`src/sv/td_tracked_incremental_pd_heater_top_defines.svh`:
```
// Assertion macros shared by the heater drive block.
`ifndef TD_TRACKED_INCREMENTAL_PD_HEATER_TOP_DEFINES_SVH
`define TD_TRACKED_INCREMENTAL_PD_HEATER_TOP_DEFINES_SVH

// The consequent must hold in the same cycle as the antecedent.
`define TDPH_ASSERT_SAME(lbl, clk, rst_n, ante, cons, msg) \
    lbl: assert property (@(posedge clk) disable iff (!rst_n) (ante) |-> (cons)) \
        else $error(msg);

// The consequent must hold in the cycle after the antecedent.
`define TDPH_ASSERT_NEXT(lbl, clk, rst_n, ante, cons, msg) \
    lbl: assert property (@(posedge clk) disable iff (!rst_n) (ante) |=> (cons)) \
        else $error(msg);

`endif

```
`src/sv/tdph_pkg.sv`:
```
// Shared widths, register codes, sequencer states and saturation helpers.
package tdph_pkg;

    localparam int ST_W   = 48;
    localparam int SUM_W  = 52;
    localparam int IN_W   = 16;
    localparam int GAIN_W = 24;
    localparam int OUT_W  = 16;
    localparam int ADDR_W = 4;
    localparam int DATA_W = 32;

    localparam logic [1:0] REG_PROP_GAIN  = 2'd0;
    localparam logic [1:0] REG_RATE_GAIN  = 2'd1;
    localparam logic [1:0] REG_MAX_OUTPUT = 2'd2;

    localparam logic [OUT_W-1:0] DRIVE_MIN   = 16'd100;
    localparam logic [OUT_W-1:0] MAX_OUT_RST = 16'hFFFF;

    localparam logic signed [SUM_W-1:0] SAT_HI =
        {{(SUM_W-ST_W+1){1'b0}}, {(ST_W-1){1'b1}}};
    localparam logic signed [SUM_W-1:0] SAT_LO =
        {{(SUM_W-ST_W+1){1'b1}}, {(ST_W-1){1'b0}}};

    typedef enum logic [3:0] {
        S_IDLE,
        S_A0,
        S_RAD_GO,
        S_RAD,
        S_SQRT,
        S_PICK,
        S_CHOOSE,
        S_DECIDE,
        S_DIV,
        S_FH_GO,
        S_FH,
        S_P_GO,
        S_P,
        S_T,
        S_SUM,
        S_FIN
    } t_state;

    // Saturate a wide signed sum to the 48 bit state range.
    function automatic logic signed [ST_W-1:0] sat48(input logic signed [SUM_W-1:0] v);
        if (v > SAT_HI) begin
            sat48 = ST_W'(SAT_HI);
        end else if (v < SAT_LO) begin
            sat48 = ST_W'(SAT_LO);
        end else begin
            sat48 = ST_W'(v);
        end
    endfunction

    // Give a magnitude the requested sign in the wide sum format.
    function automatic logic signed [SUM_W-1:0] apply_sign(input logic neg,
                                                          input logic [ST_W-1:0] mag);
        logic signed [SUM_W-1:0] m;
        m = $signed(SUM_W'(mag));
        apply_sign = neg ? -m : m;
    endfunction

    function automatic logic [ST_W-1:0] abs_st(input logic signed [ST_W-1:0] v);
        abs_st = v[ST_W-1] ? ST_W'(-v) : ST_W'(v);
    endfunction

    function automatic logic [SUM_W-1:0] abs_sum(input logic signed [SUM_W-1:0] v);
        abs_sum = v[SUM_W-1] ? SUM_W'(-v) : SUM_W'(v);
    endfunction

endpackage

```
`src/sv/tdph_mul_serial.sv`:
```
// Shift-add multiplier that retires one multiplier bit per cycle.
module tdph_mul_serial #(
    parameter int A_W = 48,
    parameter int B_W = 24
) (
    input  logic               i_clk,
    input  logic               i_rst_n,
    input  logic               i_start,
    input  logic [A_W-1:0]     i_a,
    input  logic [B_W-1:0]     i_b,
    output logic               o_done,
    output logic [A_W+B_W-1:0] o_prod
);
    localparam int CNT_W = $clog2(B_W + 1);

    logic [A_W-1:0]     r_a;
    logic [A_W+B_W-1:0] r_p;
    logic [CNT_W-1:0]   r_cnt;
    logic               r_busy;
    logic               r_done;
    logic [A_W:0]       sum;

    // The low half of the product register holds the multiplier bits still to go.
    assign sum = {1'b0, r_p[A_W+B_W-1:B_W]} + (r_p[0] ? {1'b0, r_a} : {(A_W+1){1'b0}});

    always_ff @(posedge i_clk) begin
        if (!i_rst_n) begin
            r_busy <= 1'b0;
            r_done <= 1'b0;
            r_cnt  <= '0;
        end else begin
            r_done <= 1'b0;
            if (i_start) begin
                r_busy <= 1'b1;
                r_cnt  <= CNT_W'(B_W);
            end else if (r_busy) begin
                r_cnt <= r_cnt - CNT_W'(1);
                if (r_cnt == CNT_W'(1)) begin
                    r_busy <= 1'b0;
                    r_done <= 1'b1;
                end
            end
        end
    end

    always_ff @(posedge i_clk) begin
        if (i_start) begin
            r_a <= i_a;
            r_p <= {{A_W{1'b0}}, i_b};
        end else if (r_busy) begin
            r_p <= {sum, r_p[B_W-1:1]};
        end
    end

    assign o_done = r_done;
    assign o_prod = r_p;
endmodule

```
`src/sv/tdph_sqrt_serial.sv`:
```
// Restoring integer square root, one root bit per cycle.
module tdph_sqrt_serial #(
    parameter int RAD_W = 64
) (
    input  logic               i_clk,
    input  logic               i_rst_n,
    input  logic               i_start,
    input  logic [RAD_W-1:0]   i_rad,
    output logic               o_done,
    output logic [RAD_W/2-1:0] o_root
);
    localparam int ROOT_W = RAD_W / 2;
    localparam int CNT_W  = $clog2(ROOT_W + 1);

    logic [RAD_W-1:0]  r_rad;
    logic [ROOT_W+1:0] r_rem;
    logic [ROOT_W-1:0] r_root;
    logic [CNT_W-1:0]  r_cnt;
    logic              r_busy;
    logic              r_done;
    logic [ROOT_W+3:0] rem_t;
    logic [ROOT_W+3:0] trial;
    logic              fits;

    assign rem_t = {r_rem, r_rad[RAD_W-1:RAD_W-2]};
    assign trial = {2'b00, r_root, 2'b01};
    assign fits  = (rem_t >= trial);

    always_ff @(posedge i_clk) begin
        if (!i_rst_n) begin
            r_busy <= 1'b0;
            r_done <= 1'b0;
            r_cnt  <= '0;
        end else begin
            r_done <= 1'b0;
            if (i_start) begin
                r_busy <= 1'b1;
                r_cnt  <= CNT_W'(ROOT_W);
            end else if (r_busy) begin
                r_cnt <= r_cnt - CNT_W'(1);
                if (r_cnt == CNT_W'(1)) begin
                    r_busy <= 1'b0;
                    r_done <= 1'b1;
                end
            end
        end
    end

    always_ff @(posedge i_clk) begin
        if (i_start) begin
            r_rad  <= i_rad;
            r_rem  <= '0;
            r_root <= '0;
        end else if (r_busy) begin
            r_rad  <= r_rad << 2;
            r_rem  <= fits ? (ROOT_W+2)'(rem_t - trial) : (ROOT_W+2)'(rem_t);
            r_root <= {r_root[ROOT_W-2:0], fits};
        end
    end

    assign o_done = r_done;
    assign o_root = r_root;
endmodule

```
`src/sv/tdph_div_serial.sv`:
```
// Restoring division of a fraction by a fixed divisor, one quotient bit per cycle.
module tdph_div_serial #(
    parameter int          N_W     = 12,
    parameter int          Q_W     = 24,
    parameter int unsigned DIVISOR = 2416
) (
    input  logic           i_clk,
    input  logic           i_rst_n,
    input  logic           i_start,
    input  logic [N_W-1:0] i_num,
    output logic           o_done,
    output logic [Q_W-1:0] o_quot
);
    localparam int CNT_W = $clog2(Q_W + 1);
    localparam logic [N_W:0] DIV_C = (N_W+1)'(DIVISOR);

    logic [N_W:0]     r_rem;
    logic [Q_W-1:0]   r_q;
    logic [CNT_W-1:0] r_cnt;
    logic             r_busy;
    logic             r_done;
    logic [N_W:0]     rem2;
    logic             take;

    // The numerator stays below the divisor, so the doubled remainder fits.
    assign rem2 = {r_rem[N_W-1:0], 1'b0};
    assign take = (rem2 >= DIV_C);

    always_ff @(posedge i_clk) begin
        if (!i_rst_n) begin
            r_busy <= 1'b0;
            r_done <= 1'b0;
            r_cnt  <= '0;
        end else begin
            r_done <= 1'b0;
            if (i_start) begin
                r_busy <= 1'b1;
                r_cnt  <= CNT_W'(Q_W);
            end else if (r_busy) begin
                r_cnt <= r_cnt - CNT_W'(1);
                if (r_cnt == CNT_W'(1)) begin
                    r_busy <= 1'b0;
                    r_done <= 1'b1;
                end
            end
        end
    end

    always_ff @(posedge i_clk) begin
        if (i_start) begin
            r_rem <= {1'b0, i_num};
            r_q   <= '0;
        end else if (r_busy) begin
            r_rem <= take ? (rem2 - DIV_C) : rem2;
            r_q   <= {r_q[Q_W-2:0], take};
        end
    end

    assign o_done = r_done;
    assign o_quot = r_q;
endmodule

```
`src/sv/td_tracked_incremental_pd_heater_top.sv`:
```
// Heater drive controller: tracking differentiator with fhan and an incremental PD step.
// Each sample transfer brings a setpoint and a measured temperature (signed Q8.8). The error
// drives a second-order tracking differentiator (Han's fhan, r = 1, h = 0.012) whose tracked
// error and error rate are kept as 48 bit signed values with FRAC_BITS fraction bits and
// saturate at that range. The drive accumulator then gains prop_gain * tracked error plus
// rate_gain * rate (both gains unsigned Q16.8), is clamped as a signed value to
// [100, max_output], and is forced to max_output while the tracked error exceeds 1.5; the new
// accumulator value is the drive of the result transfer. The block works on one sample at a
// time and takes no new input transfer until that sample is done. It uses one shared
// bit-serial multiplier five times per sample, with operand width B_W = 24 (or the width of h
// when that is larger), a bit-serial square root whose radicand width RAD_W is the fhan
// radicand width rounded up to even, and a bit-serial divider by the constant r*h*h that is
// skipped when fhan saturates. A finished drive value waits in an output register, so the
// next sample is taken while it is still stalled. The gains and max_output sit on an
// APB-style port at byte addresses 0, 4 and 8; pready is always high.
`include "td_tracked_incremental_pd_heater_top_defines.svh"

module td_tracked_incremental_pd_heater_top #(
    parameter int FRAC_BITS = 24
) (
    input  logic                                i_clk,
    input  logic                                i_rst_n,
    input  logic                                i_valid,
    output logic                                o_stall,
    input  logic signed [tdph_pkg::IN_W-1:0]    i_setpoint,
    input  logic signed [tdph_pkg::IN_W-1:0]    i_measured,
    output logic                                o_valid,
    input  logic                                i_stall,
    output logic        [tdph_pkg::OUT_W-1:0]   o_drive,
    input  logic                                psel,
    input  logic                                penable,
    input  logic                                pwrite,
    input  logic        [tdph_pkg::ADDR_W-1:0]  paddr,
    input  logic        [tdph_pkg::DATA_W-1:0]  pwdata,
    output logic        [tdph_pkg::DATA_W-1:0]  prdata,
    output logic                                pready
);
    import tdph_pkg::*;

    // Fixed-point constants: h and d = r*h*h, rounded to FRAC_BITS fraction bits.
    localparam longint unsigned HQ_L =
        ((64'(12) << FRAC_BITS) + 64'(500)) / 64'(1000);
    localparam longint unsigned DQ_L =
        ((64'(144) << FRAC_BITS) + 64'(500000)) / 64'(1000000);
    localparam int HQ_W    = $clog2(HQ_L + 1);
    localparam int DQ_W    = $clog2(DQ_L + 1);
    localparam int B_W     = (HQ_W > GAIN_W) ? HQ_W : GAIN_W;
    localparam int M_W     = ST_W + B_W;
    localparam int RAD_W0  = DQ_W + 52;
    localparam int RAD_W   = RAD_W0 + (RAD_W0 % 2);
    localparam int ROOT_W  = RAD_W / 2;

    localparam logic [B_W-1:0]          HQ_B     = B_W'(HQ_L);
    localparam logic [B_W-1:0]          DQ_B     = B_W'(DQ_L);
    localparam logic [RAD_W-1:0]        DQ2      = RAD_W'(DQ_L * DQ_L);
    localparam logic [ROOT_W-1:0]       DQ_R     = ROOT_W'(DQ_L);
    localparam logic [ST_W-1:0]         DQ_ST    = ST_W'(DQ_L);
    localparam logic [SUM_W-1:0]        DQ_SUM   = SUM_W'(DQ_L);
    localparam logic signed [ST_W-1:0]  FH_ONE   = ST_W'(64'(1) << FRAC_BITS);
    localparam logic signed [ST_W-1:0]  TE_FORCE = ST_W'(64'(3) << (FRAC_BITS - 1));
    localparam logic [M_W-1:0]          P_MASK   = (M_W'(1) << (FRAC_BITS + 8)) - M_W'(1);

    // Sequencer and architectural state.
    t_state                   r_state, n_state;
    logic signed [ST_W-1:0]   r_te, n_te;
    logic signed [ST_W-1:0]   r_er, n_er;
    logic [OUT_W-1:0]         r_acc, n_acc;
    logic                     r_out_valid, n_out_valid;
    logic [OUT_W-1:0]         r_drive, n_drive;
    logic [GAIN_W-1:0]        r_prop;
    logic [GAIN_W-1:0]        r_rate;
    logic [OUT_W-1:0]         r_max;

    // Per-sample working registers.
    logic signed [ST_W-1:0]   r_x, n_x;
    logic signed [ST_W-1:0]   r_a0, n_a0;
    logic signed [ST_W-1:0]   r_y, n_y;
    logic [ROOT_W-1:0]        r_a1, n_a1;
    logic signed [SUM_W-1:0]  r_a2, n_a2;
    logic signed [SUM_W-1:0]  r_a_sum, n_a_sum;
    logic signed [SUM_W-1:0]  r_a, n_a;
    logic signed [ST_W-1:0]   r_fh, n_fh;
    logic signed [SUM_W-1:0]  r_p, n_p;
    logic signed [SUM_W-1:0]  r_t, n_t;
    logic                     r_fp_pos, n_fp_pos;
    logic                     r_fp_neg, n_fp_neg;
    logic signed [SUM_W-1:0]  r_s, n_s;

    // Shared arithmetic units.
    logic                     mul_start;
    logic [ST_W-1:0]          mul_a;
    logic [B_W-1:0]           mul_b;
    logic                     mul_done;
    logic [M_W-1:0]           mul_prod;
    logic                     sqrt_start;
    logic [RAD_W-1:0]         sqrt_rad;
    logic                     sqrt_done;
    logic [ROOT_W-1:0]        sqrt_root;
    logic                     div_start;
    logic [DQ_W-1:0]          div_num;
    logic                     div_done;
    logic [FRAC_BITS-1:0]     div_quot;

    logic                     in_xfer;
    logic                     out_xfer;
    logic                     cfg_wr;

    assign in_xfer  = i_valid && !o_stall;
    assign out_xfer = r_out_valid && !i_stall;
    assign cfg_wr   = psel && penable && pwrite && pready;

    tdph_mul_serial #(
        .A_W (ST_W),
        .B_W (B_W)
    ) u_mul (
        .i_clk   (i_clk),
        .i_rst_n (i_rst_n),
        .i_start (mul_start),
        .i_a     (mul_a),
        .i_b     (mul_b),
        .o_done  (mul_done),
        .o_prod  (mul_prod)
    );

    tdph_sqrt_serial #(
        .RAD_W (RAD_W)
    ) u_sqrt (
        .i_clk   (i_clk),
        .i_rst_n (i_rst_n),
        .i_start (sqrt_start),
        .i_rad   (sqrt_rad),
        .o_done  (sqrt_done),
        .o_root  (sqrt_root)
    );

    tdph_div_serial #(
        .N_W     (DQ_W),
        .Q_W     (FRAC_BITS),
        .DIVISOR (32'(DQ_L))
    ) u_div (
        .i_clk   (i_clk),
        .i_rst_n (i_rst_n),
        .i_start (div_start),
        .i_num   (div_num),
        .o_done  (div_done),
        .o_quot  (div_quot)
    );

    // Sequencer: next state, unit operands and next values of every working register.
    always_comb begin
        logic signed [IN_W:0]     diff;
        logic signed [SUM_W-1:0]  err;
        logic [ST_W-1:0]          mag_f;
        logic [ST_W-1:0]          mag_f8;
        logic signed [SUM_W-1:0]  a0s;
        logic signed [SUM_W-1:0]  half_s;
        logic [ROOT_W-1:0]        a1_less;
        logic signed [SUM_W-1:0]  mid3;
        logic signed [SUM_W-1:0]  mid;
        logic [ST_W-1:0]          ay;
        logic [SUM_W-1:0]         mag_a;
        logic signed [SUM_W-1:0]  max_s;
        logic signed [SUM_W-1:0]  clamp;
        logic                     fp_nz;

        diff    = (IN_W+1)'(i_setpoint) - (IN_W+1)'(i_measured);
        err     = SUM_W'(diff) <<< (FRAC_BITS - 8);
        mag_f   = ST_W'(mul_prod >> FRAC_BITS);
        mag_f8  = ST_W'(mul_prod >> (FRAC_BITS + 8));
        a0s     = apply_sign(r_er[ST_W-1], mag_f);
        a1_less = r_a1 - DQ_R;
        half_s  = $signed(SUM_W'(a1_less >> 1));
        mid3    = r_a_sum + r_a2;
        mid     = mid3[SUM_W-1] ? ((mid3 + SUM_W'(1)) >>> 1) : (mid3 >>> 1);
        ay      = abs_st(r_y);
        mag_a   = abs_sum(r_a);
        max_s   = $signed(SUM_W'(r_max));
        fp_nz   = |(mul_prod & P_MASK);
        clamp   = r_s;

        n_state     = r_state;
        n_te        = r_te;
        n_er        = r_er;
        n_acc       = r_acc;
        n_out_valid = out_xfer ? 1'b0 : r_out_valid;
        n_drive     = r_drive;
        n_x         = r_x;
        n_a0        = r_a0;
        n_y         = r_y;
        n_a1        = r_a1;
        n_a2        = r_a2;
        n_a_sum     = r_a_sum;
        n_a         = r_a;
        n_fh        = r_fh;
        n_p         = r_p;
        n_t         = r_t;
        n_fp_pos    = r_fp_pos;
        n_fp_neg    = r_fp_neg;
        n_s         = r_s;

        mul_start  = 1'b0;
        mul_a      = abs_st(r_er);
        mul_b      = HQ_B;
        sqrt_start = 1'b0;
        sqrt_rad   = DQ2 + (RAD_W'(mul_prod) << 3);
        div_start  = 1'b0;
        div_num    = DQ_W'(mag_a);

        case (r_state)
            S_IDLE: begin
                if (in_xfer) begin
                    // x = tracked error minus new error; start h * rate.
                    n_x       = sat48(SUM_W'(r_te) - err);
                    mul_start = 1'b1;
                    n_state   = S_A0;
                end
            end
            S_A0: begin
                if (mul_done) begin
                    n_a0    = ST_W'(a0s);
                    n_y     = sat48(SUM_W'(r_x) + a0s);
                    n_state = S_RAD_GO;
                end
            end
            S_RAD_GO: begin
                mul_start = 1'b1;
                mul_a     = ay;
                mul_b     = DQ_B;
                n_state   = S_RAD;
            end
            S_RAD: begin
                if (mul_done) begin
                    sqrt_start = 1'b1;
                    n_state    = S_SQRT;
                end
            end
            S_SQRT: begin
                if (sqrt_done) begin
                    n_a1    = sqrt_root;
                    n_state = S_PICK;
                end
            end
            S_PICK: begin
                // The tracked error moves by h times the old rate, which is a0.
                n_te    = sat48(SUM_W'(r_te) + SUM_W'(r_a0));
                n_a_sum = SUM_W'(r_a0) + SUM_W'(r_y);
                if (r_y[ST_W-1]) begin
                    n_a2 = SUM_W'(r_a0) - half_s;
                end else if (r_y != '0) begin
                    n_a2 = SUM_W'(r_a0) + half_s;
                end else begin
                    n_a2 = SUM_W'(r_a0);
                end
                n_state = S_CHOOSE;
            end
            S_CHOOSE: begin
                // Inside the linear zone a = a0 + y; on its edge the two forms are averaged.
                if (ay < DQ_ST) begin
                    n_a = r_a_sum;
                end else if (ay > DQ_ST) begin
                    n_a = r_a2;
                end else begin
                    n_a = mid;
                end
                n_state = S_DECIDE;
            end
            S_DECIDE: begin
                if (mag_a >= DQ_SUM) begin
                    n_fh    = r_a[SUM_W-1] ? FH_ONE : -FH_ONE;
                    n_state = S_FH_GO;
                end else begin
                    div_start = 1'b1;
                    n_state   = S_DIV;
                end
            end
            S_DIV: begin
                if (div_done) begin
                    n_fh    = r_a[SUM_W-1] ? $signed(ST_W'(div_quot))
                                           : -$signed(ST_W'(div_quot));
                    n_state = S_FH_GO;
                end
            end
            S_FH_GO: begin
                mul_start = 1'b1;
                mul_a     = abs_st(r_fh);
                n_state   = S_FH;
            end
            S_FH: begin
                if (mul_done) begin
                    n_er    = sat48(SUM_W'(r_er) + apply_sign(r_fh[ST_W-1], mag_f));
                    n_state = S_P_GO;
                end
            end
            S_P_GO: begin
                mul_start = 1'b1;
                mul_a     = abs_st(r_te);
                mul_b     = B_W'(r_prop);
                n_state   = S_P;
            end
            S_P: begin
                if (mul_done) begin
                    n_p       = apply_sign(r_te[ST_W-1], mag_f8);
                    n_fp_pos  = fp_nz && !r_te[ST_W-1];
                    n_fp_neg  = fp_nz && r_te[ST_W-1];
                    mul_start = 1'b1;
                    mul_a     = abs_st(r_er);
                    mul_b     = B_W'(r_rate);
                    n_state   = S_T;
                end
            end
            S_T: begin
                if (mul_done) begin
                    n_t     = apply_sign(r_er[ST_W-1], mag_f8);
                    n_state = S_SUM;
                end
            end
            S_SUM: begin
                n_s = $signed(SUM_W'(r_acc)) + r_p + r_t;
                // A truncated proportional term pulls the sum back toward zero by one.
                if (r_fp_pos && n_s[SUM_W-1]) begin
                    n_s = n_s + SUM_W'(1);
                end else if (r_fp_neg && !n_s[SUM_W-1] && n_s != '0) begin
                    n_s = n_s - SUM_W'(1);
                end
                n_state = S_FIN;
            end
            S_FIN: begin
                if (r_s > max_s) begin
                    clamp = max_s;
                end else if (r_s < $signed(SUM_W'(DRIVE_MIN))) begin
                    clamp = $signed(SUM_W'(DRIVE_MIN));
                end
                if (r_te > TE_FORCE) begin
                    clamp = max_s;
                end
                if (!r_out_valid || !i_stall) begin
                    n_acc       = OUT_W'(clamp);
                    n_drive     = OUT_W'(clamp);
                    n_out_valid = 1'b1;
                    n_state     = S_IDLE;
                end
            end
            default: begin
                n_state = S_IDLE;
            end
        endcase
    end

    always_ff @(posedge i_clk) begin
        if (!i_rst_n) begin
            r_state     <= S_IDLE;
            r_te        <= '0;
            r_er        <= '0;
            r_acc       <= '0;
            r_out_valid <= 1'b0;
            r_prop      <= '0;
            r_rate      <= '0;
            r_max       <= MAX_OUT_RST;
        end else begin
            r_state     <= n_state;
            r_te        <= n_te;
            r_er        <= n_er;
            r_acc       <= n_acc;
            r_out_valid <= n_out_valid;
            if (cfg_wr) begin
                case (paddr[3:2])
                    REG_PROP_GAIN:  r_prop <= pwdata[GAIN_W-1:0];
                    REG_RATE_GAIN:  r_rate <= pwdata[GAIN_W-1:0];
                    REG_MAX_OUTPUT: r_max  <= pwdata[OUT_W-1:0];
                    default: begin
                    end
                endcase
            end
        end
    end

    always_ff @(posedge i_clk) begin
        r_drive  <= n_drive;
        r_x      <= n_x;
        r_a0     <= n_a0;
        r_y      <= n_y;
        r_a1     <= n_a1;
        r_a2     <= n_a2;
        r_a_sum  <= n_a_sum;
        r_a      <= n_a;
        r_fh     <= n_fh;
        r_p      <= n_p;
        r_t      <= n_t;
        r_fp_pos <= n_fp_pos;
        r_fp_neg <= n_fp_neg;
        r_s      <= n_s;
    end

    // Register read back; the low two address bits select bytes and are ignored.
    always_comb begin
        case (paddr[3:2])
            REG_PROP_GAIN:  prdata = DATA_W'(r_prop);
            REG_RATE_GAIN:  prdata = DATA_W'(r_rate);
            REG_MAX_OUTPUT: prdata = DATA_W'(r_max);
            default:        prdata = '0;
        endcase
    end

    assign pready  = 1'b1;
    assign o_stall = (r_state != S_IDLE);
    assign o_valid = r_out_valid;
    assign o_drive = r_drive;

    `TDPH_ASSERT_SAME(a_drive_range, i_clk, i_rst_n, o_valid, (o_drive >= DRIVE_MIN) || (o_drive == r_max), "drive outside clamp range")
    `TDPH_ASSERT_SAME(a_out_from_fin, i_clk, i_rst_n, $rose(r_out_valid), $past(r_state) == S_FIN, "result appeared outside the final step")
    `TDPH_ASSERT_NEXT(a_mul_owner, i_clk, i_rst_n, mul_start, r_state == S_A0 || r_state == S_RAD || r_state == S_FH || r_state == S_P || r_state == S_T, "multiplier started without a waiting state")

endmodule
```
`config.mk`:
```
export PLATFORM = sky130hd
export DESIGN_NAME = td_tracked_incremental_pd_heater_top
export DESIGN_NICKNAME = d
export VERILOG_FILES = /design/src/sv/tdph_pkg.sv /design/src/sv/tdph_mul_serial.sv /design/src/sv/tdph_sqrt_serial.sv /design/src/sv/tdph_div_serial.sv /design/src/sv/td_tracked_incremental_pd_heater_top.sv
export VERILOG_INCLUDE_DIRS = /design/src /design/src/sv
export SDC_FILE = /design/constraint.sdc
export NUM_CORES = 2
export LEC_CHECK = 0
export ABC_AREA = 1
export BUFFER_PORTS_ARGS = -buffer_cell sky130_fd_sc_hd__buf_2
export CAP_MARGIN = 15
export CORE_MARGIN = 4
export CORE_UTILIZATION = 55
export DETAILED_ROUTE_END_ITERATION = 7
export PLACE_DENSITY = 0.77
export SYNTH_ARGS = -nofsm -noshare
export SYNTH_HDL_FRONTEND = slang
export SYNTH_SLANG_ARGS = --single-unit
```
`constraint.sdc`:
```
create_clock -name i_clk -period 14.05 [get_ports i_clk]
set_clock_uncertainty 0.1 [all_clocks]
set_input_delay 2.1075 -clock i_clk [delete_from_list [all_inputs] [get_ports i_clk]]
set_output_delay 2.1075 -clock i_clk [all_outputs]
set_load 0.02 [all_outputs]
```
# Word level (Yosys, flattened, before mapping)
# Cells that the tools add are included.
[classes]
order_cmp = 16
n_reduce_logical = 44
n_addsub = 30
bitwise = 4
n_mux = 81
n_eq_ne = 30
[op_table]
columns = ["operator", "n"]
rows = [
  ["$mux W48", 15],
  ["$mux W52", 10],
  ["$neg A48 Y48", 4],
  ["$add A48 B48 Y49", 3],
  ["$pmux W24 S3", 2],
  ["$pmux W48 S3", 1],
  ["$mux W64", 2],
  ["$add A48 B52 Y52", 2],
  ["$add A52 B2 Y52 const B", 2],
  ["$add A52 B52 Y52", 2],
  ["$gt A52 B48 Y1 const B", 2],
  ["$lt A52 B48 Y1 const B", 2],
  ["$gt A49 B48 Y1 const B", 2],
  ["$lt A49 B48 Y1 const B", 2],
  ["$pmux W48 S2", 1],
  ["$mux W40", 2],
  ["$mux W24", 3],
  ["$add A23 B64 Y64 const A", 1],
  ["$pmux W4 S16", 1],
  ["$add A17 B52 Y52", 1],
  ["$ge A52 B12 Y1 const B", 1],
  ["$gt A52 B17 Y1", 1],
  ["$lt A52 B8 Y1 const B", 1],
  ["$neg A40 Y52", 1],
  ["52 further kinds", 141],
]
[totals]
reg_bits = 1043

# Logic depth before layout (Yosys ltp)
[depth]
ltp_word = 7
ltp_mapped = 38

# Modules after synthesis
# A second synthesis with hierarchy kept.
[unflattened]
hier_cells = 13909
area_unflattened_um2 = 92366.1
[by_module_without_submodules]
columns = ["mod", "area_per_inst_um2", "cells_each", "n_inst"]
rows = [
  ["td_tracked_incremental_pd_heater_top", 73290.3, 11168, 1],
  ["tdph_mul_serial", 9152.5, 1408, 1],
  ["tdph_sqrt_serial", 8022.7, 1104, 1],
  ["tdph_div_serial", 1900.6, 229, 1],
]

# Least setup slack after synthesis
# No wires, ideal clock.
[synth_path]
kind = "reg2reg"
from = "reg r_state[2]"
to = "reg r_a0[0] (enable)"
path_slack_ns = 6.153
path_stages_with_launch = 4
t_arrival_ns = 7.128
path_buffers = 0
path_cell_list = "dfxtp_1 nor2_1 inv_1 nor3_1"
[synth_between]
elab_chain_cells = 2
[synth_lines]
columns = ["item", "line", "text"]
rows = [
  ["from (decl)", "td_tracked_incremental_pd_heater_top.sv:64", "t_state r_state, n_state;"],
  ["from (signal assigned)", "td_tracked_incremental_pd_heater_top.sv:360", "r_state <= n_state;"],
  ["$eq A4 B1 Y1", "td_tracked_incremental_pd_heater_top.sv:209", "case (r_state)"],
  ["$reduce_and A2 Y1 (no source line)", "n/a", ""],
  ["to (signal assigned)", "td_tracked_incremental_pd_heater_top.sv:380", "r_a0 <= n_a0;"],
  ["to (decl)", "td_tracked_incremental_pd_heater_top.sv:76", "logic signed [ST_W-1:0] r_a0, n_a0;"],
]
# Every way passes these cells.
# A chain may end at the register's enable or synchronous reset.

# Final worst setup path
[layout_path]
from = "in i_measured[2] in the netlist's numbering"
to = "reg r_x[12] (data pin)"
[layout_between]
elab_chain_cells = 4
[layout_lines]
columns = ["item", "line", "text"]
rows = [
  ["from (decl)", "td_tracked_incremental_pd_heater_top.sv:26", "input logic signed [tdph_pkg::IN_W-1:0] i_measured,"],
  ["$sub A16 B16 Y17 *", "td_tracked_incremental_pd_heater_top.sv:166", "diff = (IN_W+1)'(i_setpoint) - (IN_W+1)'(i_measured);"],
  ["$sub A48 B33 Y49 *", "td_tracked_incremental_pd_heater_top.sv:213", "n_x = sat48(SUM_W'(r_te) - err);"],
  ["$lt A49 B48 Y1", "tdph_pkg.sv:47", "end else if (v < SAT_LO) begin"],
  ["$mux W48", "tdph_pkg.sv:47", ""],
  ["to (signal assigned)", "td_tracked_incremental_pd_heater_top.sv:379", "r_x <= n_x;"],
  ["to (decl)", "td_tracked_incremental_pd_heater_top.sv:75", "logic signed [ST_W-1:0] r_x, n_x;"],
]
# Mark *: on every way between the ends. The rest lies on a longest branch, timed or not.

==> impl_metrics.json <==
{
  "synth.area.top_cells": "edfxtp_1, nand2_1, ha_1",
  "antenna_found_initial": 29,
  "worstMarginPinSlew_ns": 1.30,
  "final_area_mm2": 0.0960,
  "cp_max_fo": 47,
  "ff2ff_path_depth": 31,
  "gp_congestion": 1.14,
  "dpl_cell_area_mm2": 0.0921,
  "mappedNetlistArea_mm2": 0.0896,
  "vias_per_cell": 6.18,
  "synth_warnings": 0,
  "grt_pass1_vias": 87700,
  "fmax_ghz": 0.128,
  "max_slew_margin_pct": 12.5,
  "synth_top_area_share_pct": 22.9,
  "rsz0062_at_grt": "false",
  "core-area_mm2": 0.161,
  "cp-end-kind": "flip-flop",
  "fp.dieW_um": 412,
  "failed_checks": "design-rule violations",
  "fin_nets": 13900,
  "drv_cap": 0,
  "avgRoutedWirePerCell_um": 24.3,
  "yosysUniqueCellTypes": 78,
  "ys_seq_area_share_pct": 30.5,
  "io-pin-count": 126,
  "cts_tree": "yes",
  "wl_mm": 376,
  "cp_slowest_cell": "buf_4",
  "dp_cells": 15300,
  "die_y_um": 412,
  "port-buffer-count": 106,
  "clockBufferDepth": 3,
  "netSwitchingFraction_pct": 42.5,
  "cts_setup_buffers": 0,
  "synth_edf_count": 684,
  "die_area_mm2": 0.169,
  "hpwl_mm": 301,
  "post-place-ws_ns": 5.80,
  "num_rows": 147,
  "cpPeakStageDelay_ns": 0.56,
  "synth_ff_type": "edfxtp_1",
  "vias": 95800,
  "cts.sinks": 1025,
  "cts_resized": 0,
  "cp_top_family": "compound AO/OA/AOI/OAI gates",
  "fin_ws_ns": 6.26,
  "ys_ff_latch": 1025,
  "syn_inst": 13300,
  "intPower_w": 0.00662,
  "initial_core_util_pct": 55.5,
  "p_seq_share_pct": 34.3,
  "finalHoldViolCount": 0,
  "worstPathBufferInverterCount": 3,
  "finalSetupViolCount": 0,
  "drive_gt1_share_pct": 4.46,
  "share_comb_of_total_power_pct": 38.3,
  "htreeDepth": 3,
  "fin_setup_tns_ns": 0,
  "grt_max_degree": 126,
  "layout_min_cycle_time_ns": 7.79,
  "async_flop_share_pct": 0,
  "holdBufCountCts": 0,
  "final_antenna_net_count": 0,
  "status": "complete, but fails checks",
  "cp_common_cell": "nand2_1",
  "worstSkewPairLatency_ns": 0.81,
  "min_delay_path_depth": 0,
  "critPathArrivalTime_ns": 8.19,
  "min_period_over_period_pct": 55.5,
  "avgSynthCellArea_um2": 6.75,
  "dr.pass1.iters": 8,
  "drv_slew": 0,
  "p_switching_w": 0.00490,
  "drc_errors": 17,
  "power_density_mw_per_mm2": 120,
  "grt_util_all_layers_pct": 42.8,
  "crit_cells": 34,
  "syn_to_final_growth_pct": 7.17,
  "pwr-share-clk_pct": 27.3,
  "cts.clk_slew.worst_paths_ns": 0.06,
  "grt_first_pass_wirelength_mm": 550,
  "cts-root-buf": "clkbuf_16",
  "drt-initial-drc-count": 14200,
  "cts_buffers": 112,
  "fin_cells": 15500,
  "required_ns": 14.45,
  "overflow": 0,
  "startpoint_type": "primary input",
  "worstHoldPathType": "flip-flop to flip-flop",
  "peakVddDrop_mv": 0.289,
  "yosysTopAreaCell": "edfxtp_1",
  "worst-setup-path-type": "primary input to flip-flop",
  "leakage_nw": 43.8
}
-- worst reg2reg max path, delay by kind of cell, from the launching register on --
family	cells	cell delay [ns]
adder cells (fa/ha/maj)	2	0.67
buffers and inverters	7	1.14
AO/OA/AOI/OAI	5	1.66
XOR/XNOR	2	0.54
AND/OR/NAND/NOR	15	3.08
flip-flops	1	0.40
-- Yosys cell counts, types with 28 or more instances --
library cell  number
a21boi_0          29
a21o_1            29
a21oi_1         1026
a31oi_1          113
buf_2             45
clkbuf_1         293
dfxtp_1          341
edfxtp_1         684
ha_1             549
inv_1           1741
nand2_1         3240
nand2_2           53
nand3_1          564
nand3b_1          39
nand4_1          195
nor2_1          1606
nor3_1           251
nor4_1           100
o2111ai_1         40
o211ai_1          93
o21a_1            54
o21ai_0         1000
o21ai_1           28
o21bai_1          40
o221ai_1          54
o22ai_1           69
or2_2             39
xnor2_1          176
xor2_1           513
-- final timing paths --
path / slack (ns) / endpoint / startpoint
max: 6.26 / r_x[12] / i_measured[2]
min: 0.33 / r_a1[1] / u_sqrt.o_root[1]
max reg2reg: 6.31 / r_y[1] / u_mul.o_prod[33]
min reg2reg: 0.33 / r_a1[1] / u_sqrt.o_root[1]
-- per-layer routing --
| layer | global-route usage, % | routed length (um) |
|---|---|---|
| met3 | 12.3 | 51000 |
| met2 | 61.5 | 152000 |
| met5 | 0 | 171 |
| met4 | 22.4 | 23800 |
| met1 | 58.1 | 149000 |
-- cells in the final DEF, fill, tap and decap left out, types with 30 or more instances in the layout --
master and instances:
a21oi_1 1026, a31oi_1 113, buf_2 105, buf_4 102
clkbuf_16 115, dfxtp_1 340, edfxtp_1 684, ha_1 549
inv_1 1734, nand2_1 3237, nand2_2 55, nand3_1 564
nand3b_1 39, nand4_1 195, nor2_1 1593, nor2_2 30
nor3_1 247, nor4_1 100, o2111ai_1 40, o211ai_1 93
o21a_1 54, o21ai_0 998, o21bai_1 39, o221ai_1 54
o22ai_1 69, or2_2 39, xnor2_1 176, xor2_1 513
-- final cells by class --
| type | instances | area (um2) |
|---|---|---|
| Tap cell | 2160 | 2700 |
| Timing Repair Buffer | 210 | 1340 |
| Multi-Input combinational cell | 10100 | 54100 |
| Sequential cell | 1025 | 27400 |
| Clock inverter | 69 | 767 |
| Antenna cell | 20 | 50.0 |
| Clock buffer | 144 | 3090 |
| Fill cell | 15100 | 65300 |
| Inverter | 1768 | 6640 |
-- power by group through the flow --
stage / logic (W) / registers (W) / clock network, W
finish: 0.00442 / 0.00395 / 0.00315
CTS: 0.00424 / 0.00392 / 0.00315
global route: 0.00475 / 0.00395 / 0.00328
floorplan: 0.00295 / 0.00376 / 0
global placement: 0.00414 / 0.00397 / 0
detailed placement: 0.00420 / 0.00398 / 0
-- kinds of logic (layout without fill, tap and decap cells) --
kind of cell / count (synthesis) / count (layout) / synth area share, %
muxes: 2 / 2 / 0.0237
DFF: 1025 / 1025 / 30.5
AOI/OAI and AO/OA: 2654 / 2654 / 16.5
buffers and inverters: 2161 / 2191 / 9.28
and+or+nand+nor: 6169 / 6169 / 28.6
adders and majority gates: 576 / 576 / 8.27
other: 2 / 29 / 0.00838
xor gates and xnor gates: 694 / 694 / 6.84
-- metrics by stage --
stage | util, % | total power [W] | hold WS [ns]
floorplan | - | 0.00670 | 0.308
global placement | 57.1 | 0.00811 | 0.314
detailed placement | 57.1 | 0.00818 | 0.317
CTS | 59.5 | 0.0113 | 0.330
global route | 59.5 | 0.0120 | 0.340
finish | 59.5 | 0.0115 | 0.326
-- registers in the layout, summed over array words and instances, names as in the netlist, 24 cells and up --
register and count:
r_prop 24, r_a2 49, r_t 52, r_a 51, r_p 52, r_er 48, u_mul.o_prod 72, r_a0 48
u_sqrt.r_rad 61, r_a1 31, u_mul.r_a 48, r_x 48, r_fh 41, u_div.o_quot 24, r_te 48, r_y 48
u_sqrt.r_rem 34, r_s 52, u_sqrt.o_root 32, r_a_sum 49, r_rate 24
Power figures use the tool's default switching activity.
